### src/hdl/rnsb_pkg.sv
`timescale 1ns / 1ps

package rnsb_pkg;

    localparam int DIM_W      = 11;
    localparam int STR_W      = 13;
    localparam int OFS_W      = 24;
    localparam int PIX_W      = 16;
    localparam int CFG_IDX_W  = 3;
    localparam int CFG_DATA_W = 13;

    localparam int MAX_OUT_HEIGHT_DEF = 1280;
    localparam int CMD_DEPTH = 2;
    localparam int RES_DEPTH = 2;

    localparam logic [PIX_W-1:0] HALF_MASK = 16'h7BEF;

    // register indexes
    localparam logic [CFG_IDX_W-1:0] REG_SRC_W   = 3'd0;
    localparam logic [CFG_IDX_W-1:0] REG_SRC_H   = 3'd1;
    localparam logic [CFG_IDX_W-1:0] REG_OUT_W   = 3'd2;
    localparam logic [CFG_IDX_W-1:0] REG_OUT_H   = 3'd3;
    localparam logic [CFG_IDX_W-1:0] REG_ROT_CW  = 3'd4;
    localparam logic [CFG_IDX_W-1:0] REG_SCAN    = 3'd5;
    localparam logic [CFG_IDX_W-1:0] REG_SSTRIDE = 3'd6;
    localparam logic [CFG_IDX_W-1:0] REG_DSTRIDE = 3'd7;

    // input word modes
    localparam logic MODE_START = 1'b0;
    localparam logic MODE_PIXEL = 1'b1;

    // result word kinds
    localparam logic KIND_READ  = 1'b0;
    localparam logic KIND_WRITE = 1'b1;

    // command codes between front and back
    localparam int CMD_W = 2;
    localparam logic [CMD_W-1:0] CMD_PIXEL = 2'd0;
    localparam logic [CMD_W-1:0] CMD_START = 2'd1;
    localparam logic [CMD_W-1:0] CMD_EMPTY = 2'd2;

    typedef struct packed {
        logic [DIM_W-1:0] source_width;
        logic [DIM_W-1:0] source_height;
        logic [DIM_W-1:0] output_width;
        logic [DIM_W-1:0] output_height;
        logic             rotate_clockwise;
        logic             scanlines_on;
        logic [STR_W-1:0] source_stride;
        logic [STR_W-1:0] dest_stride;
    } cfg_t;

    typedef struct packed {
        logic [CMD_W-1:0] code;
        logic [PIX_W-1:0] pixel;
    } cmd_t;

    typedef struct packed {
        logic             kind;
        logic [OFS_W-1:0] source_offset;
        logic [OFS_W-1:0] dest_offset;
        logic [PIX_W-1:0] pixel_out;
        logic             frame_done;
    } res_t;

    typedef struct packed {
        logic             start;
        logic [DIM_W-1:0] dividend;
        logic [DIM_W-1:0] divisor;
    } div_req_t;

    typedef struct packed {
        logic             done;
        logic [DIM_W-1:0] quotient;
        logic [DIM_W-1:0] remainder;
    } div_rsp_t;

endpackage

### src/hdl/rnsb_fifo.sv
`timescale 1ns / 1ps

// small register queue, first word shown while not empty
module rnsb_fifo #(
    parameter int WIDTH = 8,
    parameter int DEPTH = 2
) (
    input  logic             clk,
    input  logic             rst_n,
    input  logic             wr_en,
    input  logic [WIDTH-1:0] wr_data,
    output logic             full,
    input  logic             rd_en,
    output logic [WIDTH-1:0] rd_data,
    output logic             empty
);

    localparam int AW = (DEPTH > 1) ? $clog2(DEPTH) : 1;
    localparam int CW = $clog2(DEPTH + 1);

    logic [WIDTH-1:0] mem_reg [DEPTH];
    logic [AW-1:0]    wr_ptr_reg, wr_ptr_next;
    logic [AW-1:0]    rd_ptr_reg, rd_ptr_next;
    logic [CW-1:0]    count_reg, count_next;
    logic             do_wr, do_rd;

    assign full    = (count_reg == CW'(DEPTH));
    assign empty   = (count_reg == '0);
    assign do_wr   = wr_en && !full;
    assign do_rd   = rd_en && !empty;
    assign rd_data = mem_reg[rd_ptr_reg];

    always_comb
    begin
        wr_ptr_next = wr_ptr_reg;
        rd_ptr_next = rd_ptr_reg;
        count_next  = count_reg;
        if (do_wr)
        begin
            wr_ptr_next = (wr_ptr_reg == AW'(DEPTH - 1)) ? '0 : wr_ptr_reg + 1'b1;
        end
        if (do_rd)
        begin
            rd_ptr_next = (rd_ptr_reg == AW'(DEPTH - 1)) ? '0 : rd_ptr_reg + 1'b1;
        end
        if (do_wr && !do_rd)
        begin
            count_next = count_reg + 1'b1;
        end
        else if (do_rd && !do_wr)
        begin
            count_next = count_reg - 1'b1;
        end
    end

    always_ff @(posedge clk or negedge rst_n)
    begin
        if (!rst_n)
        begin
            wr_ptr_reg <= '0;
            rd_ptr_reg <= '0;
            count_reg  <= '0;
        end
        else
        begin
            wr_ptr_reg <= wr_ptr_next;
            rd_ptr_reg <= rd_ptr_next;
            count_reg  <= count_next;
        end
    end

    always_ff @(posedge clk)
    begin
        if (do_wr)
        begin
            mem_reg[wr_ptr_reg] <= wr_data;
        end
    end

endmodule

### src/hdl/rnsb_front.sv
`timescale 1ns / 1ps

// accepts input words, sorts them into pixel / start / empty-frame commands
module rnsb_front #(
    parameter int MAX_OUT_HEIGHT = rnsb_pkg::MAX_OUT_HEIGHT_DEF
) (
    input  logic                      clk,
    input  logic                      rst_n,
    input  logic                      push,
    output logic                      full,
    input  logic                      mode,
    input  logic [rnsb_pkg::PIX_W-1:0] pixel_in,
    input  rnsb_pkg::cfg_t            cfg,
    output logic                      cmd_valid,
    output rnsb_pkg::cmd_t            cmd,
    input  logic                      cmd_pop
);

    localparam int LIM_W = rnsb_pkg::DIM_W + 2;

    rnsb_pkg::cmd_t cmd_in;
    logic           bad_size;
    logic           cmd_empty;

    // user keeps sizes stable while a start waits (not enforced here)
    assign bad_size = (cfg.source_width == '0) || (cfg.source_height == '0)
                   || (cfg.output_width == '0) || (cfg.output_height == '0)
                   || ({2'b00, cfg.output_height} > LIM_W'(MAX_OUT_HEIGHT));

    always_comb
    begin
        cmd_in.pixel = pixel_in;
        if (mode == rnsb_pkg::MODE_PIXEL)
        begin
            cmd_in.code = rnsb_pkg::CMD_PIXEL;
        end
        else if (bad_size)
        begin
            cmd_in.code = rnsb_pkg::CMD_EMPTY;
        end
        else
        begin
            cmd_in.code = rnsb_pkg::CMD_START;
        end
    end

    rnsb_fifo #(
        .WIDTH ($bits(rnsb_pkg::cmd_t)),
        .DEPTH (rnsb_pkg::CMD_DEPTH)
    ) u_cmd_q (
        .clk     (clk),
        .rst_n   (rst_n),
        .wr_en   (push),
        .wr_data (cmd_in),
        .full    (full),
        .rd_en   (cmd_pop),
        .rd_data (cmd),
        .empty   (cmd_empty)
    );

    assign cmd_valid = !cmd_empty;

endmodule

### src/hdl/rnsb_div.sv
`timescale 1ns / 1ps

// restoring divider, one quotient bit per cycle
module rnsb_div (
    input  logic                clk,
    input  logic                rst_n,
    input  rnsb_pkg::div_req_t  req,
    output rnsb_pkg::div_rsp_t  rsp
);

    localparam int W  = rnsb_pkg::DIM_W;
    localparam int CW = $clog2(W + 1);

    logic [W-1:0]  quo_reg, quo_next;
    logic [W-1:0]  rem_reg, rem_next;
    logic [W-1:0]  dsr_reg, dsr_next;
    logic [CW-1:0] cnt_reg, cnt_next;
    logic          busy_reg, busy_next;
    logic          done_reg, done_next;
    logic [W:0]    trial;
    logic [W:0]    diff;

    assign trial = {rem_reg, quo_reg[W-1]};
    assign diff  = trial - {1'b0, dsr_reg};

    always_comb
    begin
        quo_next  = quo_reg;
        rem_next  = rem_reg;
        dsr_next  = dsr_reg;
        cnt_next  = cnt_reg;
        busy_next = busy_reg;
        done_next = 1'b0;
        if (req.start)
        begin
            quo_next  = req.dividend;
            rem_next  = '0;
            dsr_next  = req.divisor;
            cnt_next  = '0;
            busy_next = 1'b1;
        end
        else if (busy_reg)
        begin
            if (!diff[W])
            begin
                rem_next = diff[W-1:0];
                quo_next = {quo_reg[W-2:0], 1'b1};
            end
            else
            begin
                rem_next = trial[W-1:0];
                quo_next = {quo_reg[W-2:0], 1'b0};
            end
            cnt_next = cnt_reg + 1'b1;
            if (cnt_reg == CW'(W - 1))
            begin
                busy_next = 1'b0;
                done_next = 1'b1;
            end
        end
    end

    always_ff @(posedge clk or negedge rst_n)
    begin
        if (!rst_n)
        begin
            quo_reg  <= '0;
            rem_reg  <= '0;
            dsr_reg  <= '0;
            cnt_reg  <= '0;
            busy_reg <= 1'b0;
            done_reg <= 1'b0;
        end
        else
        begin
            quo_reg  <= quo_next;
            rem_reg  <= rem_next;
            dsr_reg  <= dsr_next;
            cnt_reg  <= cnt_next;
            busy_reg <= busy_next;
            done_reg <= done_next;
        end
    end

    assign rsp.done      = done_reg;
    assign rsp.quotient  = quo_reg;
    assign rsp.remainder = rem_reg;

endmodule

### src/hdl/rnsb_back.sv
`timescale 1ns / 1ps

// frame sequencer: walks destination pixels, keeps source row/column as
// quotient+remainder accumulators, builds read and write words
module rnsb_back (
    input  logic           clk,
    input  logic           rst_n,
    input  rnsb_pkg::cfg_t cfg,
    input  logic           cmd_valid,
    input  rnsb_pkg::cmd_t cmd,
    output logic           cmd_pop,
    output logic           res_push,
    output rnsb_pkg::res_t res_word,
    input  logic           res_full,
    output logic           active
);

    localparam int W  = rnsb_pkg::DIM_W;
    localparam int OW = rnsb_pkg::OFS_W;

    localparam logic [2:0] ST_IDLE = 3'd0;
    localparam logic [2:0] ST_MARK = 3'd1;
    localparam logic [2:0] ST_DIVX = 3'd2;
    localparam logic [2:0] ST_DIVY = 3'd3;
    localparam logic [2:0] ST_INIT = 3'd4;
    localparam logic [2:0] ST_RD   = 3'd5;
    localparam logic [2:0] ST_WR   = 3'd6;

    typedef struct packed {
        logic [W-1:0] q;
        logic [W-1:0] r;
    } acc_t;

    function automatic acc_t step_up(acc_t a, logic [W-1:0] qs, logic [W-1:0] rs,
                                     logic [W-1:0] d);
        acc_t       o;
        logic [W:0] t;
        t = {1'b0, a.r} + {1'b0, rs};
        if (t >= {1'b0, d})
        begin
            o.q = a.q + qs + 1'b1;
            o.r = W'(t - {1'b0, d});
        end
        else
        begin
            o.q = a.q + qs;
            o.r = t[W-1:0];
        end
        return o;
    endfunction

    function automatic acc_t step_down(acc_t a, logic [W-1:0] qs, logic [W-1:0] rs,
                                       logic [W-1:0] d);
        acc_t       o;
        logic [W:0] t;
        t = {1'b0, a.r} - {1'b0, rs};
        if (t[W])
        begin
            o.q = a.q - qs - 1'b1;
            o.r = W'(t + {1'b0, d});
        end
        else
        begin
            o.q = a.q - qs;
            o.r = t[W-1:0];
        end
        return o;
    endfunction

    logic [2:0]              state_reg, state_next;
    logic                    active_reg, active_next;
    logic [rnsb_pkg::PIX_W-1:0] pix_reg, pix_next;
    rnsb_pkg::cfg_t          f_reg, f_next;
    logic                    scan_reg, scan_next;
    acc_t                    kx_reg, kx_next;   // sw / ow
    acc_t                    ky_reg, ky_next;   // sh / oh
    acc_t                    x_reg, x_next;
    acc_t                    y_reg, y_next;
    acc_t                    ys_reg, ys_next;   // y at column 0
    logic [W-1:0]            row_reg, row_next;
    logic [W-1:0]            col_reg, col_next;

    rnsb_pkg::div_req_t      div_req;
    rnsb_pkg::div_rsp_t      div_rsp;

    rnsb_div u_div (
        .clk   (clk),
        .rst_n (rst_n),
        .req   (div_req),
        .rsp   (div_rsp)
    );

    logic [OW-1:0] src_ofs;
    logic [OW-1:0] dst_ofs;
    logic          dark;
    logic          row_last;
    logic          col_last;
    acc_t          ax_top;
    acc_t          ay_top;
    acc_t          zero_acc;

    assign zero_acc = '0;
    assign src_ofs  = OW'(y_reg.q) * OW'(f_reg.source_stride) + OW'(x_reg.q);
    assign dst_ofs  = OW'(row_reg) * OW'(f_reg.dest_stride) + OW'(col_reg);
    // next landscape row maps to another source row
    assign dark     = scan_reg && ((ky_reg.q != '0)
                   || ({1'b0, y_reg.r} + {1'b0, ky_reg.r} >= {1'b0, f_reg.output_height}));
    assign row_last = ({1'b0, row_reg} + 1'b1) >= {1'b0, f_reg.output_width};
    assign col_last = ({1'b0, col_reg} + 1'b1) >= {1'b0, f_reg.output_height};

    // one step below the far edge: x = ow-1 (ccw start), y = oh-1 (cw start)
    always_comb
    begin
        acc_t xe;
        acc_t ye;
        xe.q = f_reg.source_width;
        xe.r = '0;
        ye.q = f_reg.source_height;
        ye.r = '0;
        ax_top = step_down(xe, kx_reg.q, kx_reg.r, f_reg.output_width);
        ay_top = step_down(ye, ky_reg.q, ky_reg.r, f_reg.output_height);
    end

    always_comb
    begin
        state_next  = state_reg;
        active_next = active_reg;
        pix_next    = pix_reg;
        f_next      = f_reg;
        scan_next   = scan_reg;
        kx_next     = kx_reg;
        ky_next     = ky_reg;
        x_next      = x_reg;
        y_next      = y_reg;
        ys_next     = ys_reg;
        row_next    = row_reg;
        col_next    = col_reg;
        cmd_pop     = 1'b0;
        res_push    = 1'b0;
        res_word    = '0;
        div_req     = '0;

        case (state_reg)
            ST_IDLE:
            begin
                if (cmd_valid)
                begin
                    cmd_pop  = 1'b1;
                    pix_next = cmd.pixel;
                    case (cmd.code)
                        rnsb_pkg::CMD_PIXEL:
                        begin
                            if (active_reg)
                            begin
                                state_next = ST_WR;
                            end
                        end
                        rnsb_pkg::CMD_START:
                        begin
                            f_next      = cfg;
                            scan_next   = cfg.scanlines_on
                                       && ({1'b0, cfg.output_height}
                                           >= {cfg.source_height, 1'b0});
                            row_next    = '0;
                            col_next    = '0;
                            active_next = 1'b0;
                            div_req.start    = 1'b1;
                            div_req.dividend = cfg.source_width;
                            div_req.divisor  = cfg.output_width;
                            state_next  = ST_DIVX;
                        end
                        rnsb_pkg::CMD_EMPTY:
                        begin
                            f_next      = cfg;
                            row_next    = '0;
                            col_next    = '0;
                            active_next = 1'b0;
                            state_next  = ST_MARK;
                        end
                        default:
                        begin
                            state_next = ST_IDLE;
                        end
                    endcase
                end
            end
            ST_MARK:
            begin
                if (!res_full)
                begin
                    res_push            = 1'b1;
                    res_word.kind       = rnsb_pkg::KIND_WRITE;
                    res_word.frame_done = 1'b1;
                    state_next          = ST_IDLE;
                end
            end
            ST_DIVX:
            begin
                if (div_rsp.done)
                begin
                    kx_next.q        = div_rsp.quotient;
                    kx_next.r        = div_rsp.remainder;
                    div_req.start    = 1'b1;
                    div_req.dividend = f_reg.source_height;
                    div_req.divisor  = f_reg.output_height;
                    state_next       = ST_DIVY;
                end
            end
            ST_DIVY:
            begin
                if (div_rsp.done)
                begin
                    ky_next.q  = div_rsp.quotient;
                    ky_next.r  = div_rsp.remainder;
                    state_next = ST_INIT;
                end
            end
            ST_INIT:
            begin
                x_next      = f_reg.rotate_clockwise ? zero_acc : ax_top;
                y_next      = f_reg.rotate_clockwise ? ay_top : zero_acc;
                ys_next     = f_reg.rotate_clockwise ? ay_top : zero_acc;
                active_next = 1'b1;
                state_next  = ST_RD;
            end
            ST_RD:
            begin
                if (!res_full)
                begin
                    res_push               = 1'b1;
                    res_word.kind          = rnsb_pkg::KIND_READ;
                    res_word.source_offset = src_ofs;
                    state_next             = ST_IDLE;
                end
            end
            ST_WR:
            begin
                if (!res_full)
                begin
                    res_push             = 1'b1;
                    res_word.kind        = rnsb_pkg::KIND_WRITE;
                    res_word.dest_offset = dst_ofs;
                    res_word.pixel_out   = dark ? ({1'b0, pix_reg[rnsb_pkg::PIX_W-1:1]}
                                                   & rnsb_pkg::HALF_MASK)
                                                : pix_reg;
                    res_word.frame_done  = row_last && col_last;
                    if (row_last && col_last)
                    begin
                        active_next = 1'b0;
                        row_next    = '0;
                        col_next    = '0;
                        state_next  = ST_IDLE;
                    end
                    else
                    begin
                        if (col_last)
                        begin
                            col_next = '0;
                            row_next = row_reg + 1'b1;
                            y_next   = ys_reg;
                            x_next   = f_reg.rotate_clockwise
                                ? step_up(x_reg, kx_reg.q, kx_reg.r, f_reg.output_width)
                                : step_down(x_reg, kx_reg.q, kx_reg.r, f_reg.output_width);
                        end
                        else
                        begin
                            col_next = col_reg + 1'b1;
                            y_next   = f_reg.rotate_clockwise
                                ? step_down(y_reg, ky_reg.q, ky_reg.r, f_reg.output_height)
                                : step_up(y_reg, ky_reg.q, ky_reg.r, f_reg.output_height);
                        end
                        state_next = ST_RD;
                    end
                end
            end
            default:
            begin
                state_next = ST_IDLE;
            end
        endcase
    end

    always_ff @(posedge clk or negedge rst_n)
    begin
        if (!rst_n)
        begin
            state_reg  <= ST_IDLE;
            active_reg <= 1'b0;
            pix_reg    <= '0;
            f_reg      <= '0;
            scan_reg   <= 1'b0;
            kx_reg     <= '0;
            ky_reg     <= '0;
            x_reg      <= '0;
            y_reg      <= '0;
            ys_reg     <= '0;
            row_reg    <= '0;
            col_reg    <= '0;
        end
        else
        begin
            state_reg  <= state_next;
            active_reg <= active_next;
            pix_reg    <= pix_next;
            f_reg      <= f_next;
            scan_reg   <= scan_next;
            kx_reg     <= kx_next;
            ky_reg     <= ky_next;
            x_reg      <= x_next;
            y_reg      <= y_next;
            ys_reg     <= ys_next;
            row_reg    <= row_next;
            col_reg    <= col_next;
        end
    end

    assign active = active_reg;

endmodule

### src/hdl/rotate_nearest_scale_blit_core.sv
`timescale 1ns / 1ps

// Rotating nearest-neighbor scale blitter for RGB565 frames. Write the eight
// size/stride/mode registers while the block is idle, then push a start word
// (mode 0). The block answers with a source read request (kind 0); push the
// fetched pixel back as a pixel word (mode 1) and it returns the destination
// write (kind 1) followed by the read request for the next pixel, walking
// destination rows in order and columns within each row. The last write has
// frame_done set. A zero size or an output height above MAX_OUT_HEIGHT gives
// a single empty-frame word (kind 1, frame_done 1, all else 0). A pixel word
// with no frame running is dropped. A pixel word takes the back-end
// sequencer through the command pop, the write word and any read word, one
// result word per cycle while the 2-word result queue has room. A start takes
// it through the command pop, two runs of the shared bit-serial divider (11
// quotient bits each) for the per-frame step constants, a setup state and
// the first read word; an empty-frame start, through the command pop and
// the empty-frame word. A full result queue stalls the sequencer. Input and
// result sides are decoupled by a 2-word command queue and the result queue.
module rotate_nearest_scale_blit_core #(
    parameter int MAX_OUT_HEIGHT = rnsb_pkg::MAX_OUT_HEIGHT_DEF
) (
    input  logic                           clk,
    input  logic                           rst_n,
    // configuration write port
    input  logic                           cfg_write,
    input  logic [rnsb_pkg::CFG_IDX_W-1:0]  cfg_index,
    input  logic [rnsb_pkg::CFG_DATA_W-1:0] cfg_data,
    // input words
    input  logic                           push,
    output logic                           full,
    input  logic                           mode,
    input  logic [rnsb_pkg::PIX_W-1:0]      pixel_in,
    // result words
    output logic                           empty,
    input  logic                           pop,
    output logic                           kind,
    output logic [rnsb_pkg::OFS_W-1:0]      source_offset,
    output logic [rnsb_pkg::OFS_W-1:0]      dest_offset,
    output logic [rnsb_pkg::PIX_W-1:0]      pixel_out,
    output logic                           frame_done
);

    localparam int W = rnsb_pkg::DIM_W;
    localparam int S = rnsb_pkg::STR_W;

    rnsb_pkg::cfg_t cfg_reg, cfg_next;
    logic           cmd_valid;
    rnsb_pkg::cmd_t cmd;
    logic           cmd_pop;
    logic           res_push;
    rnsb_pkg::res_t res_word;
    rnsb_pkg::res_t res_head;
    logic           res_full;
    logic           back_active;

    // register file, each field masked to its width
    always_comb
    begin
        cfg_next = cfg_reg;
        if (cfg_write)
        begin
            case (cfg_index)
                rnsb_pkg::REG_SRC_W:   cfg_next.source_width     = cfg_data[W-1:0];
                rnsb_pkg::REG_SRC_H:   cfg_next.source_height    = cfg_data[W-1:0];
                rnsb_pkg::REG_OUT_W:   cfg_next.output_width     = cfg_data[W-1:0];
                rnsb_pkg::REG_OUT_H:   cfg_next.output_height    = cfg_data[W-1:0];
                rnsb_pkg::REG_ROT_CW:  cfg_next.rotate_clockwise = cfg_data[0];
                rnsb_pkg::REG_SCAN:    cfg_next.scanlines_on     = cfg_data[0];
                rnsb_pkg::REG_SSTRIDE: cfg_next.source_stride    = cfg_data[S-1:0];
                rnsb_pkg::REG_DSTRIDE: cfg_next.dest_stride      = cfg_data[S-1:0];
                default:               cfg_next = cfg_reg;
            endcase
        end
    end

    always_ff @(posedge clk or negedge rst_n)
    begin
        if (!rst_n)
        begin
            cfg_reg <= '0;
        end
        else
        begin
            cfg_reg <= cfg_next;
        end
    end

    // front: classify words, queue commands
    rnsb_front #(
        .MAX_OUT_HEIGHT (MAX_OUT_HEIGHT)
    ) u_front (
        .clk       (clk),
        .rst_n     (rst_n),
        .push      (push),
        .full      (full),
        .mode      (mode),
        .pixel_in  (pixel_in),
        .cfg       (cfg_reg),
        .cmd_valid (cmd_valid),
        .cmd       (cmd),
        .cmd_pop   (cmd_pop)
    );

    // back: frame walk and address generation
    rnsb_back u_back (
        .clk       (clk),
        .rst_n     (rst_n),
        .cfg       (cfg_reg),
        .cmd_valid (cmd_valid),
        .cmd       (cmd),
        .cmd_pop   (cmd_pop),
        .res_push  (res_push),
        .res_word  (res_word),
        .res_full  (res_full),
        .active    (back_active)
    );

    // result queue toward the consumer
    rnsb_fifo #(
        .WIDTH ($bits(rnsb_pkg::res_t)),
        .DEPTH (rnsb_pkg::RES_DEPTH)
    ) u_res_q (
        .clk     (clk),
        .rst_n   (rst_n),
        .wr_en   (res_push),
        .wr_data (res_word),
        .full    (res_full),
        .rd_en   (pop),
        .rd_data (res_head),
        .empty   (empty)
    );

    assign kind          = res_head.kind;
    assign source_offset = res_head.source_offset;
    assign dest_offset   = res_head.dest_offset;
    assign pixel_out     = res_head.pixel_out;
    assign frame_done    = res_head.frame_done;

`ifndef ASSERT_OFF
    // sequencer never pushes into a full result queue
    a_no_overflow: assert property (@(posedge clk) disable iff (!rst_n)
        res_push |-> !res_full)
        else $error("result word pushed into full queue");

    // frame end word leaves the sequencer idle
    a_done_idles: assert property (@(posedge clk) disable iff (!rst_n)
        (res_push && res_word.frame_done) |=> !back_active)
        else $error("frame still active after frame_done word");

    // read requests carry only a source offset
    a_read_clean: assert property (@(posedge clk) disable iff (!rst_n)
        (res_push && res_word.kind == rnsb_pkg::KIND_READ)
        |-> (res_word.dest_offset == '0 && res_word.pixel_out == '0
             && !res_word.frame_done))
        else $error("read request word carries write fields");
`endif

endmodule

### config.mk
export PLATFORM = sky130hd
export DESIGN_NAME = rotate_nearest_scale_blit_core
export DESIGN_NICKNAME = d
export VERILOG_FILES = /design/src/hdl/rnsb_pkg.sv /design/src/hdl/rnsb_fifo.sv /design/src/hdl/rnsb_front.sv /design/src/hdl/rnsb_div.sv /design/src/hdl/rnsb_back.sv /design/src/hdl/rotate_nearest_scale_blit_core.sv
export SDC_FILE = /design/constraint.sdc
export NUM_CORES = 2
export LEC_CHECK = 0
export ABC_AREA = 1
export BUFFER_PORTS_ARGS = -buffer_cell sky130_fd_sc_hd__buf_2
export CELL_PAD_IN_SITES_DETAIL_PLACEMENT = 1
export CELL_PAD_IN_SITES_GLOBAL_PLACEMENT = 2
export CORE_ASPECT_RATIO = 0.5
export CORE_MARGIN = 1.5
export CORE_UTILIZATION = 41
export DETAILED_ROUTE_END_ITERATION = 6
export PLACE_DENSITY_LB_ADDON = 0.08
export SLEW_MARGIN = 20
export SYNTH_ARGS = -nofsm -noshare
export SYNTH_HDL_FRONTEND = slang
export SYNTH_HIERARCHICAL = 1
export SYNTH_SLANG_ARGS = --single-unit
### constraint.sdc
create_clock -name clk -period 12.7 [get_ports clk]
set_input_delay 1.27 -clock clk [delete_from_list [all_inputs] [get_ports clk]]
set_output_delay 1.27 -clock clk [all_outputs]
set_load 0.01 [all_outputs]
# [After elaboration in Yosys (flattened, before gate mapping)]
# Memory sizes are Yosys's and may differ from the RTL's.
# Index checks and enable logic that the tools add are counted.
[word_totals] reg_bits=343 mem_bits_rw=168 in_bits=38 out_inout_bits=68 wordCells=271 memories=2
[classes] add_sub_neg=40 n_mul=2 magnitude_cmp=6 eq_ne=29 muxes=85 n_bitwise=1 reduce_logical=63
[mem_list] name="u_res_q.mem_reg" depth=2 word_bits=66 rd=1 rd_ports_with_merged_regs=0 wr=1 line="rnsb_fifo.sv:21" text="logic [WIDTH-1:0] mem_reg [DEPTH];"
[mem_list] name="u_front.u_cmd_q.mem_reg" depth=2 word_bits=18 rd=1 rd_ports_with_merged_regs=0 wr=1 line="rnsb_fifo.sv:21"
[ops] operator="two-way mux 22 bit" count=16
[ops] operator="two-way mux 11 bit" count=13
[ops] operator="one-hot mux 22 bit (2 select lines)" count=2
[ops] operator="two-way mux 23 bit" count=3
[ops] operator="adder 11 bit" count=6
[ops] operator="subtractor 11 bit" count=6
[ops] operator="adder 24 x 11 -> 24 bit" count=2
[ops] operator=">= comparator 12 x 11 -> 1 bit" count=4
[ops] operator="multiplier 11 x 13 -> 24 bit" count=2
[ops] operator="two-way mux 24 bit" count=2
[ops] operator="one-hot mux 23 bit (2 select lines)" count=1
[ops] operator="adder 11 x 1 -> 11 bit, second input constant" count=4
[ops] operator="logical NOT 11 bit" count=4
[ops] operator="one-hot mux 11 bit (2 select lines)" count=2
[ops] operator="subtractor 11 x 1 -> 11 bit, second input constant" count=4
[ops] operator="two-way mux 41 bit" count=1
[ops] operator="two-way mux 40 bit" count=1
[ops] operator="adder 11 x 1 -> 12 bit, second input constant" count=2
[ops] operator="adder 11 x 11 -> 12 bit" count=2
[ops] operator="subtractor 1 x 11 -> 12 bit, first input constant" count=2
[ops] operator="subtractor 11 x 11 -> 12 bit" count=2
[ops] operator="two-way mux 1 bit" count=23
[ops] operator="AND reduction 2 bit" count=11
[ops] operator="== test 3 bit, second input constant" count=7
[ops] operator="other kinds (39)" count=104

# [Longest topological paths before layout]
[logic_depth] depth_word=8 mapped_depth=27 mapped_depth_nobuf=26

# [Modules after synthesis]
# The synthesis kept the hierarchy.
[by_module_without_submodules] module="rnsb_back" instances=1 cells_per_inst=4700 area_each_um2=32177.1 seq_area_each_um2=5605.4
[by_module_without_submodules] module="rnsb_fifo at u_res_q" instances=1 cells_per_inst=377 area_each_um2=5047.3 seq_area_each_um2=4063.9
[by_module_without_submodules] module="rotate_nearest_scale_blit_core" instances=1 cells_per_inst=329 area_each_um2=2879.0 seq_area_each_um2=1801.7
[by_module_without_submodules] module="rnsb_div" instances=1 cells_per_inst=326 area_each_um2=2414.8 seq_area_each_um2=975.9
[by_module_without_submodules] module="rnsb_fifo at u_front.u_cmd_q" instances=1 cells_per_inst=125 area_each_um2=1537.7 seq_area_each_um2=1181.1
[by_module_without_submodules] module="rnsb_front" instances=1 cells_per_inst=48 area_each_um2=198.9 seq_area_each_um2=0.0

# [Worst setup path before layout]
# OpenSTA, ideal clock, no wires.
[synth_timing] kind="register to register" startpoint="register u_back/y_reg[21] (netlist bit)" endpoint="memory u_res_q/mem_reg[0][60] (netlist bit), data pin" setup_ns=0.255 t_arrival_ns=4.864 required_time_ns=12.445 slack_ns=7.581 path_stages_with_launch=22 n_path_buf=1 period_less_slack_ns=5.119 path_cell_list="dfrtp_1 > clkbuf_1 > nand2_1 > fa_1 > fa_1 > inv_1 > fa_1 > fa_1 > inv_1 > fa_1 > inv_1 > ha_1 > a21oi_1 > o21ai_0 > a21oi_1 > inv_1 > a21oi_1 > o21bai_1 > a21oi_1 > nand2_1 > nand2_1 > nor2_1"
[synth_rtl] item="start: declaration" line="rnsb_back.sv:78" text="acc_t y_reg, y_next;"
[synth_rtl] item="start signal: assignment" line="rnsb_back.sv:310" text="y_reg <= y_next;"
[synth_rtl] item="end: declaration" line="rnsb_fifo.sv:21"

==> tab_implementation.tex <==
\begin{tabular}{lr}
\hline
Metric & Value \\
\hline
\multicolumn{2}{l}{\textbf{Outcome}} \\
\quad Status & finished, final reports clean \\
\multicolumn{2}{l}{\textbf{Cells and area}} \\
\quad Final \#Nets & 6524 \\
\quad Most common cell after layout, fill and taps aside & sky130\_fd\_sc\_hd\_\_nand2\_1 \\
\quad Most frequent cells in the layout & 1784 x sky130\_fd\_sc\_hd\_\_nand2\_1, 968 x sky130\_fd\_sc\_hd\_\_inv\_1, 372 x sky130\_fd\_sc\_hd\_\_nor2\_1 \\
\quad Filler cells & 13300 \\
\quad Layout Area Growth over Synthesis & 7.72\% \\
\quad Register Area & 0.0136 sq mm \\
\quad Area of combinational cells with multiple inputs & 0.0260 sq mm \\
\quad Fraction of layout cells with a size suffix above 1 & 5.69\% \\
\quad Max reg flops & 132 \\
\multicolumn{2}{l}{\textbf{STA}} \\
\quad Worst slew margin relative to its limit & 32.3\% \\
\quad Final Cycle Share & 45.1\% \\
\quad Hold Violations, Final & 0 \\
\quad Final sum of negative setup slack & 0 ps \\
\quad Unrepaired setup endpoints after global routing & false \\
\quad Transition time at the pin with the least slew margin & 1020 ps \\
\quad Final Slew Violations & 0 \\
\quad Final setup violating endpoints & 0 \\
\quad Setup skew after layout & 27.3 ps \\
\quad Clock period minus final worst setup slack & 5730 ps \\
\quad Peak Freq & 0.174 GHz \\
\multicolumn{2}{l}{\textbf{Floorplan}} \\
\quad Effective utilization at floorplan & 41.7\% \\
\quad Width of the die & 468 microns \\
\quad Area of the core region & 0.106 sq mm \\
\quad Placement row count & 84 \\
\quad Overall die height & 235 microns \\
\quad Total Die Area & 0.110 sq mm \\
\quad Top-level port count & 106 \\
\multicolumn{2}{l}{\textbf{Clocking}} \\
\quad Quantity of gates resized following cts & 0 \\
\quad Worst-case clock buffer depth & 3 \\
\quad Sink Count & 511 \\
\quad Clock tree from TritonCTS & built \\
\quad Number of buffers inserted to repair setup after CTS & 0 \\
\quad Clock latency on the worst-skew pair & 650 ps \\
\quad H-Tree Level Count & 2 \\
\quad Root Buffer Master & sky130\_fd\_sc\_hd\_\_clkbuf\_16 \\
\quad Clock transition at the registers of the reported paths & 70 ps \\
\quad Quantity of hold-fixing buffers added after cts & 0 \\
\quad Number of buffers inserted during clock tree synthesis & 53 \\
\multicolumn{2}{l}{\textbf{Setup path}} \\
\quad Data arrival at the endpoint of the critical path & 6130 ps \\
\quad Startpoint kind of the worst setup timing path & register \\
\quad Worst Path Required & 13100 ps \\
\quad Category of the most critical setup path & reg -> reg \\
\quad Highest net fanout along the worst path & 16 \\
\quad Minimum setup slack among reg-to-reg paths & 6970 ps \\
\quad CP endpoint kind & register \\
\multicolumn{2}{l}{\textbf{Yosys}} \\
\quad Share of the synthesized area in the top cell type & 19.4\% \\
\quad Synthesized flop and latch total & 511 \\
\quad Post-synthesis net count & 6532 \\
\quad Post-synthesis instance area & 0.0443 sq mm \\
\quad Synth unique cells & 64 \\
\quad Post-synthesis cell count & 5905 \\
\quad Sequential cell area fraction in the yosys report & 30.8\% \\
\quad Average size of a mapped cell & 7.49 sq um \\
\quad Ys async rst share & 67.1\% \\
\quad Ys Warns & 6 \\
\quad Cell types occupying the most area after synthesis & sky130\_fd\_sc\_hd\_\_dfrtp\_1 19\%, sky130\_fd\_sc\_hd\_\_nand2\_1 15\%, sky130\_fd\_sc\_hd\_\_edfxtp\_1 11\% \\
\quad Library cell occupying the most area in the post-synthesis netlist & sky130\_fd\_sc\_hd\_\_dfrtp\_1 \\
\quad Count of flip-flops with a built-in enable after synthesis & 168 \\
\quad Most used DFF post-synth & sky130\_fd\_sc\_hd\_\_dfrtp\_1 \\
\multicolumn{2}{l}{\textbf{Route}} \\
\quad Vias/cell & 5.26 \\
\quad WL/cell & 20.6 microns \\
\quad Number of vias in the routed layout & 38800 \\
\quad Detailed-route DRC error count & 0 \\
\quad Number of nets with antenna violations after detailed routing & 0 \\
\quad Final wirelength & 152 mm \\
\quad Drt first-iter violations & 2536 \\
\quad Detailed Routing Iterations Pass 1 & 5 \\
\multicolumn{2}{l}{\textbf{Global routing}} \\
\quad Vias in the first global route & 40100 \\
\quad Global routing met3 resource utilization & 4.41\% \\
\quad Global-route met1 utilization & 40.7\% \\
\quad Overall global routing resource usage & 27.4\% \\
\quad Total grt overflow & 0 \\
\quad Peak-usage layer in the global routing report & met2 \\
\quad Maximum number of pins on one net before global-route repair & 152 \\
\quad Antenna violations before repair & 13 \\
\quad Met2 usage in global routing & 42.1\% \\
\quad First-pass GRT wire length & 234 mm \\
\multicolumn{2}{l}{\textbf{Hold path}} \\
\quad Hold Path Class & reg -> reg \\
\multicolumn{2}{l}{\textbf{Run}} \\
\quad Max-cap check violation count & 0 \\
\multicolumn{2}{l}{\textbf{Placement}} \\
\quad \# port buffers & 105 \\
\quad Post-detailed-placement half-perimeter wirelength & 120 mm \\
\quad GPL Wtd Cong & 0.906 \\
\hline
\end{tabular}
==> layer usage <==
metal	wire length [microns]	up-vias	share of wire [%]
li1	-	18600	-
met1	75800	19300	50
met2	65300	725	43
met3	7870	141	5.2
met4	2770	0	1.8
met5	0	-	0
==> cells in the mapped netlist (6+ instances only) <==
| cell | number |
|---|---|
| sky130_fd_sc_hd__nor4_1 | 9 |
| sky130_fd_sc_hd__fa_1 | 235 |
| sky130_fd_sc_hd__xor2_1 | 105 |
| sky130_fd_sc_hd__mux2_2 | 27 |
| sky130_fd_sc_hd__nand3b_1 | 7 |
| sky130_fd_sc_hd__o21bai_1 | 24 |
| sky130_fd_sc_hd__nand3_1 | 348 |
| sky130_fd_sc_hd__buf_2 | 53 |
| sky130_fd_sc_hd__a21oi_1 | 252 |
| sky130_fd_sc_hd__dfrtp_1 | 343 |
| sky130_fd_sc_hd__a211oi_1 | 7 |
| sky130_fd_sc_hd__buf_6 | 13 |
| sky130_fd_sc_hd__o211ai_1 | 22 |
| sky130_fd_sc_hd__o31ai_1 | 6 |
| sky130_fd_sc_hd__ha_1 | 354 |
| sky130_fd_sc_hd__nor2_1 | 376 |
| sky130_fd_sc_hd__nand2_2 | 8 |
| sky130_fd_sc_hd__o21a_1 | 13 |
| sky130_fd_sc_hd__clkbuf_1 | 101 |
| sky130_fd_sc_hd__a21o_1 | 14 |
| sky130_fd_sc_hd__nor2_2 | 15 |
| sky130_fd_sc_hd__nand2_1 | 1785 |
| sky130_fd_sc_hd__inv_1 | 970 |
| sky130_fd_sc_hd__o221ai_1 | 7 |
| sky130_fd_sc_hd__xnor2_1 | 43 |
| sky130_fd_sc_hd__nand4_1 | 63 |
| sky130_fd_sc_hd__nand3_2 | 9 |
| sky130_fd_sc_hd__or2_2 | 17 |
| sky130_fd_sc_hd__inv_2 | 16 |
| sky130_fd_sc_hd__nor3_1 | 50 |
| sky130_fd_sc_hd__edfxtp_1 | 168 |
| sky130_fd_sc_hd__o22ai_1 | 28 |
| sky130_fd_sc_hd__o21ai_0 | 306 |
| sky130_fd_sc_hd__o21ai_1 | 11 |
| sky130_fd_sc_hd__buf_1 | 11 |
| sky130_fd_sc_hd__buf_4 | 17 |
| sky130_fd_sc_hd__a31oi_1 | 24 |
| sky130_fd_sc_hd__a21boi_0 | 8 |
==> worst paths after layout <==
kind                       cells after the start                                  end                                 from
setup / recovery                              20     u_res_q/mem_reg[0][60]$_DFFE_PP_         u_back/y_reg[20]$_DFFE_PN0P_
hold / removal                                 1      u_back/u_div/done_reg$_DFF_PN0_  u_back/u_div/cnt_reg[2]$_DFFE_PN0P_
setup reg to reg                              20     u_res_q/mem_reg[0][60]$_DFFE_PP_         u_back/y_reg[20]$_DFFE_PN0P_
hold reg to reg                                1      u_back/u_div/done_reg$_DFF_PN0_  u_back/u_div/cnt_reg[2]$_DFFE_PN0P_
max in group asynchronous                      3  u_back/u_div/cnt_reg[2]$_DFFE_PN0P_                                rst_n
min in group asynchronous                      1       u_res_q/rd_ptr_reg$_DFFE_PN0P_                                rst_n
==> critical path: stages (launching register included) <==
cell and delay [ps]:
sky130_fd_sc_hd__dfrtp_1 760, sky130_fd_sc_hd__nand2_1 170, sky130_fd_sc_hd__fa_1 530, sky130_fd_sc_hd__fa_1 560
sky130_fd_sc_hd__inv_1 60, sky130_fd_sc_hd__fa_1 500, sky130_fd_sc_hd__fa_1 560, sky130_fd_sc_hd__inv_1 70
sky130_fd_sc_hd__fa_1 530, sky130_fd_sc_hd__inv_1 40, sky130_fd_sc_hd__ha_1 360, sky130_fd_sc_hd__a21oi_1 220
sky130_fd_sc_hd__o21ai_0 110, sky130_fd_sc_hd__a21oi_1 210, sky130_fd_sc_hd__inv_1 110, sky130_fd_sc_hd__a21oi_1 200
sky130_fd_sc_hd__o21bai_1 130, sky130_fd_sc_hd__a21oi_1 180, sky130_fd_sc_hd__nand2_1 70, sky130_fd_sc_hd__nand2_1 60
sky130_fd_sc_hd__nor2_1 60
==> through the flow <==
step / std cells / hold slack [ps] / area [sq um] / setup WS, ps / util, %
final: 7361 / 470 / 47700 / 6970 / 45.0
after floorplan: 5905 / 424 / 44300 / 7580 / -
after detailed placement: 7261 / 461 / 45900 / 7000 / 43.2
after global placement: 7261 / 450 / 45900 / 7050 / 43.2
after global routing: 7359 / 476 / 47700 / 6600 / 45.0
after CTS: 7358 / 465 / 47700 / 6980 / 44.9
==> kinds of logic (layout without fill, tap and decap cells) <==
family | after synthesis | after routing | share of synthesized area [%]
flops | 511 | 511 | 30.8
mux | 27 | 27 | 0.687
simple gates | 2701 | 2701 | 25.1
xor+xnor | 148 | 148 | 2.93
buf+inv | 1189 | 1223 | 10.6
fa+ha+maj | 589 | 589 | 20.6
compound gates | 740 | 740 | 9.26
other cells | 0 | 3 | 0
==> final cells by class <==
cell class | count | area share (%)
sequential | 511 | 28.6
inverter | 991 | 7.81
clock inverter | 27 | 0.685
antenna | 3 | 0.0157
multi-input combinational | 4205 | 54.4
tap | 1419 | 3.72
timing repair buffer | 135 | 1.62
clock buffer | 70 | 3.11
Power is not shown: default switching activity piles up to over one toggle a cycle in this logic, so the estimate is an artifact.
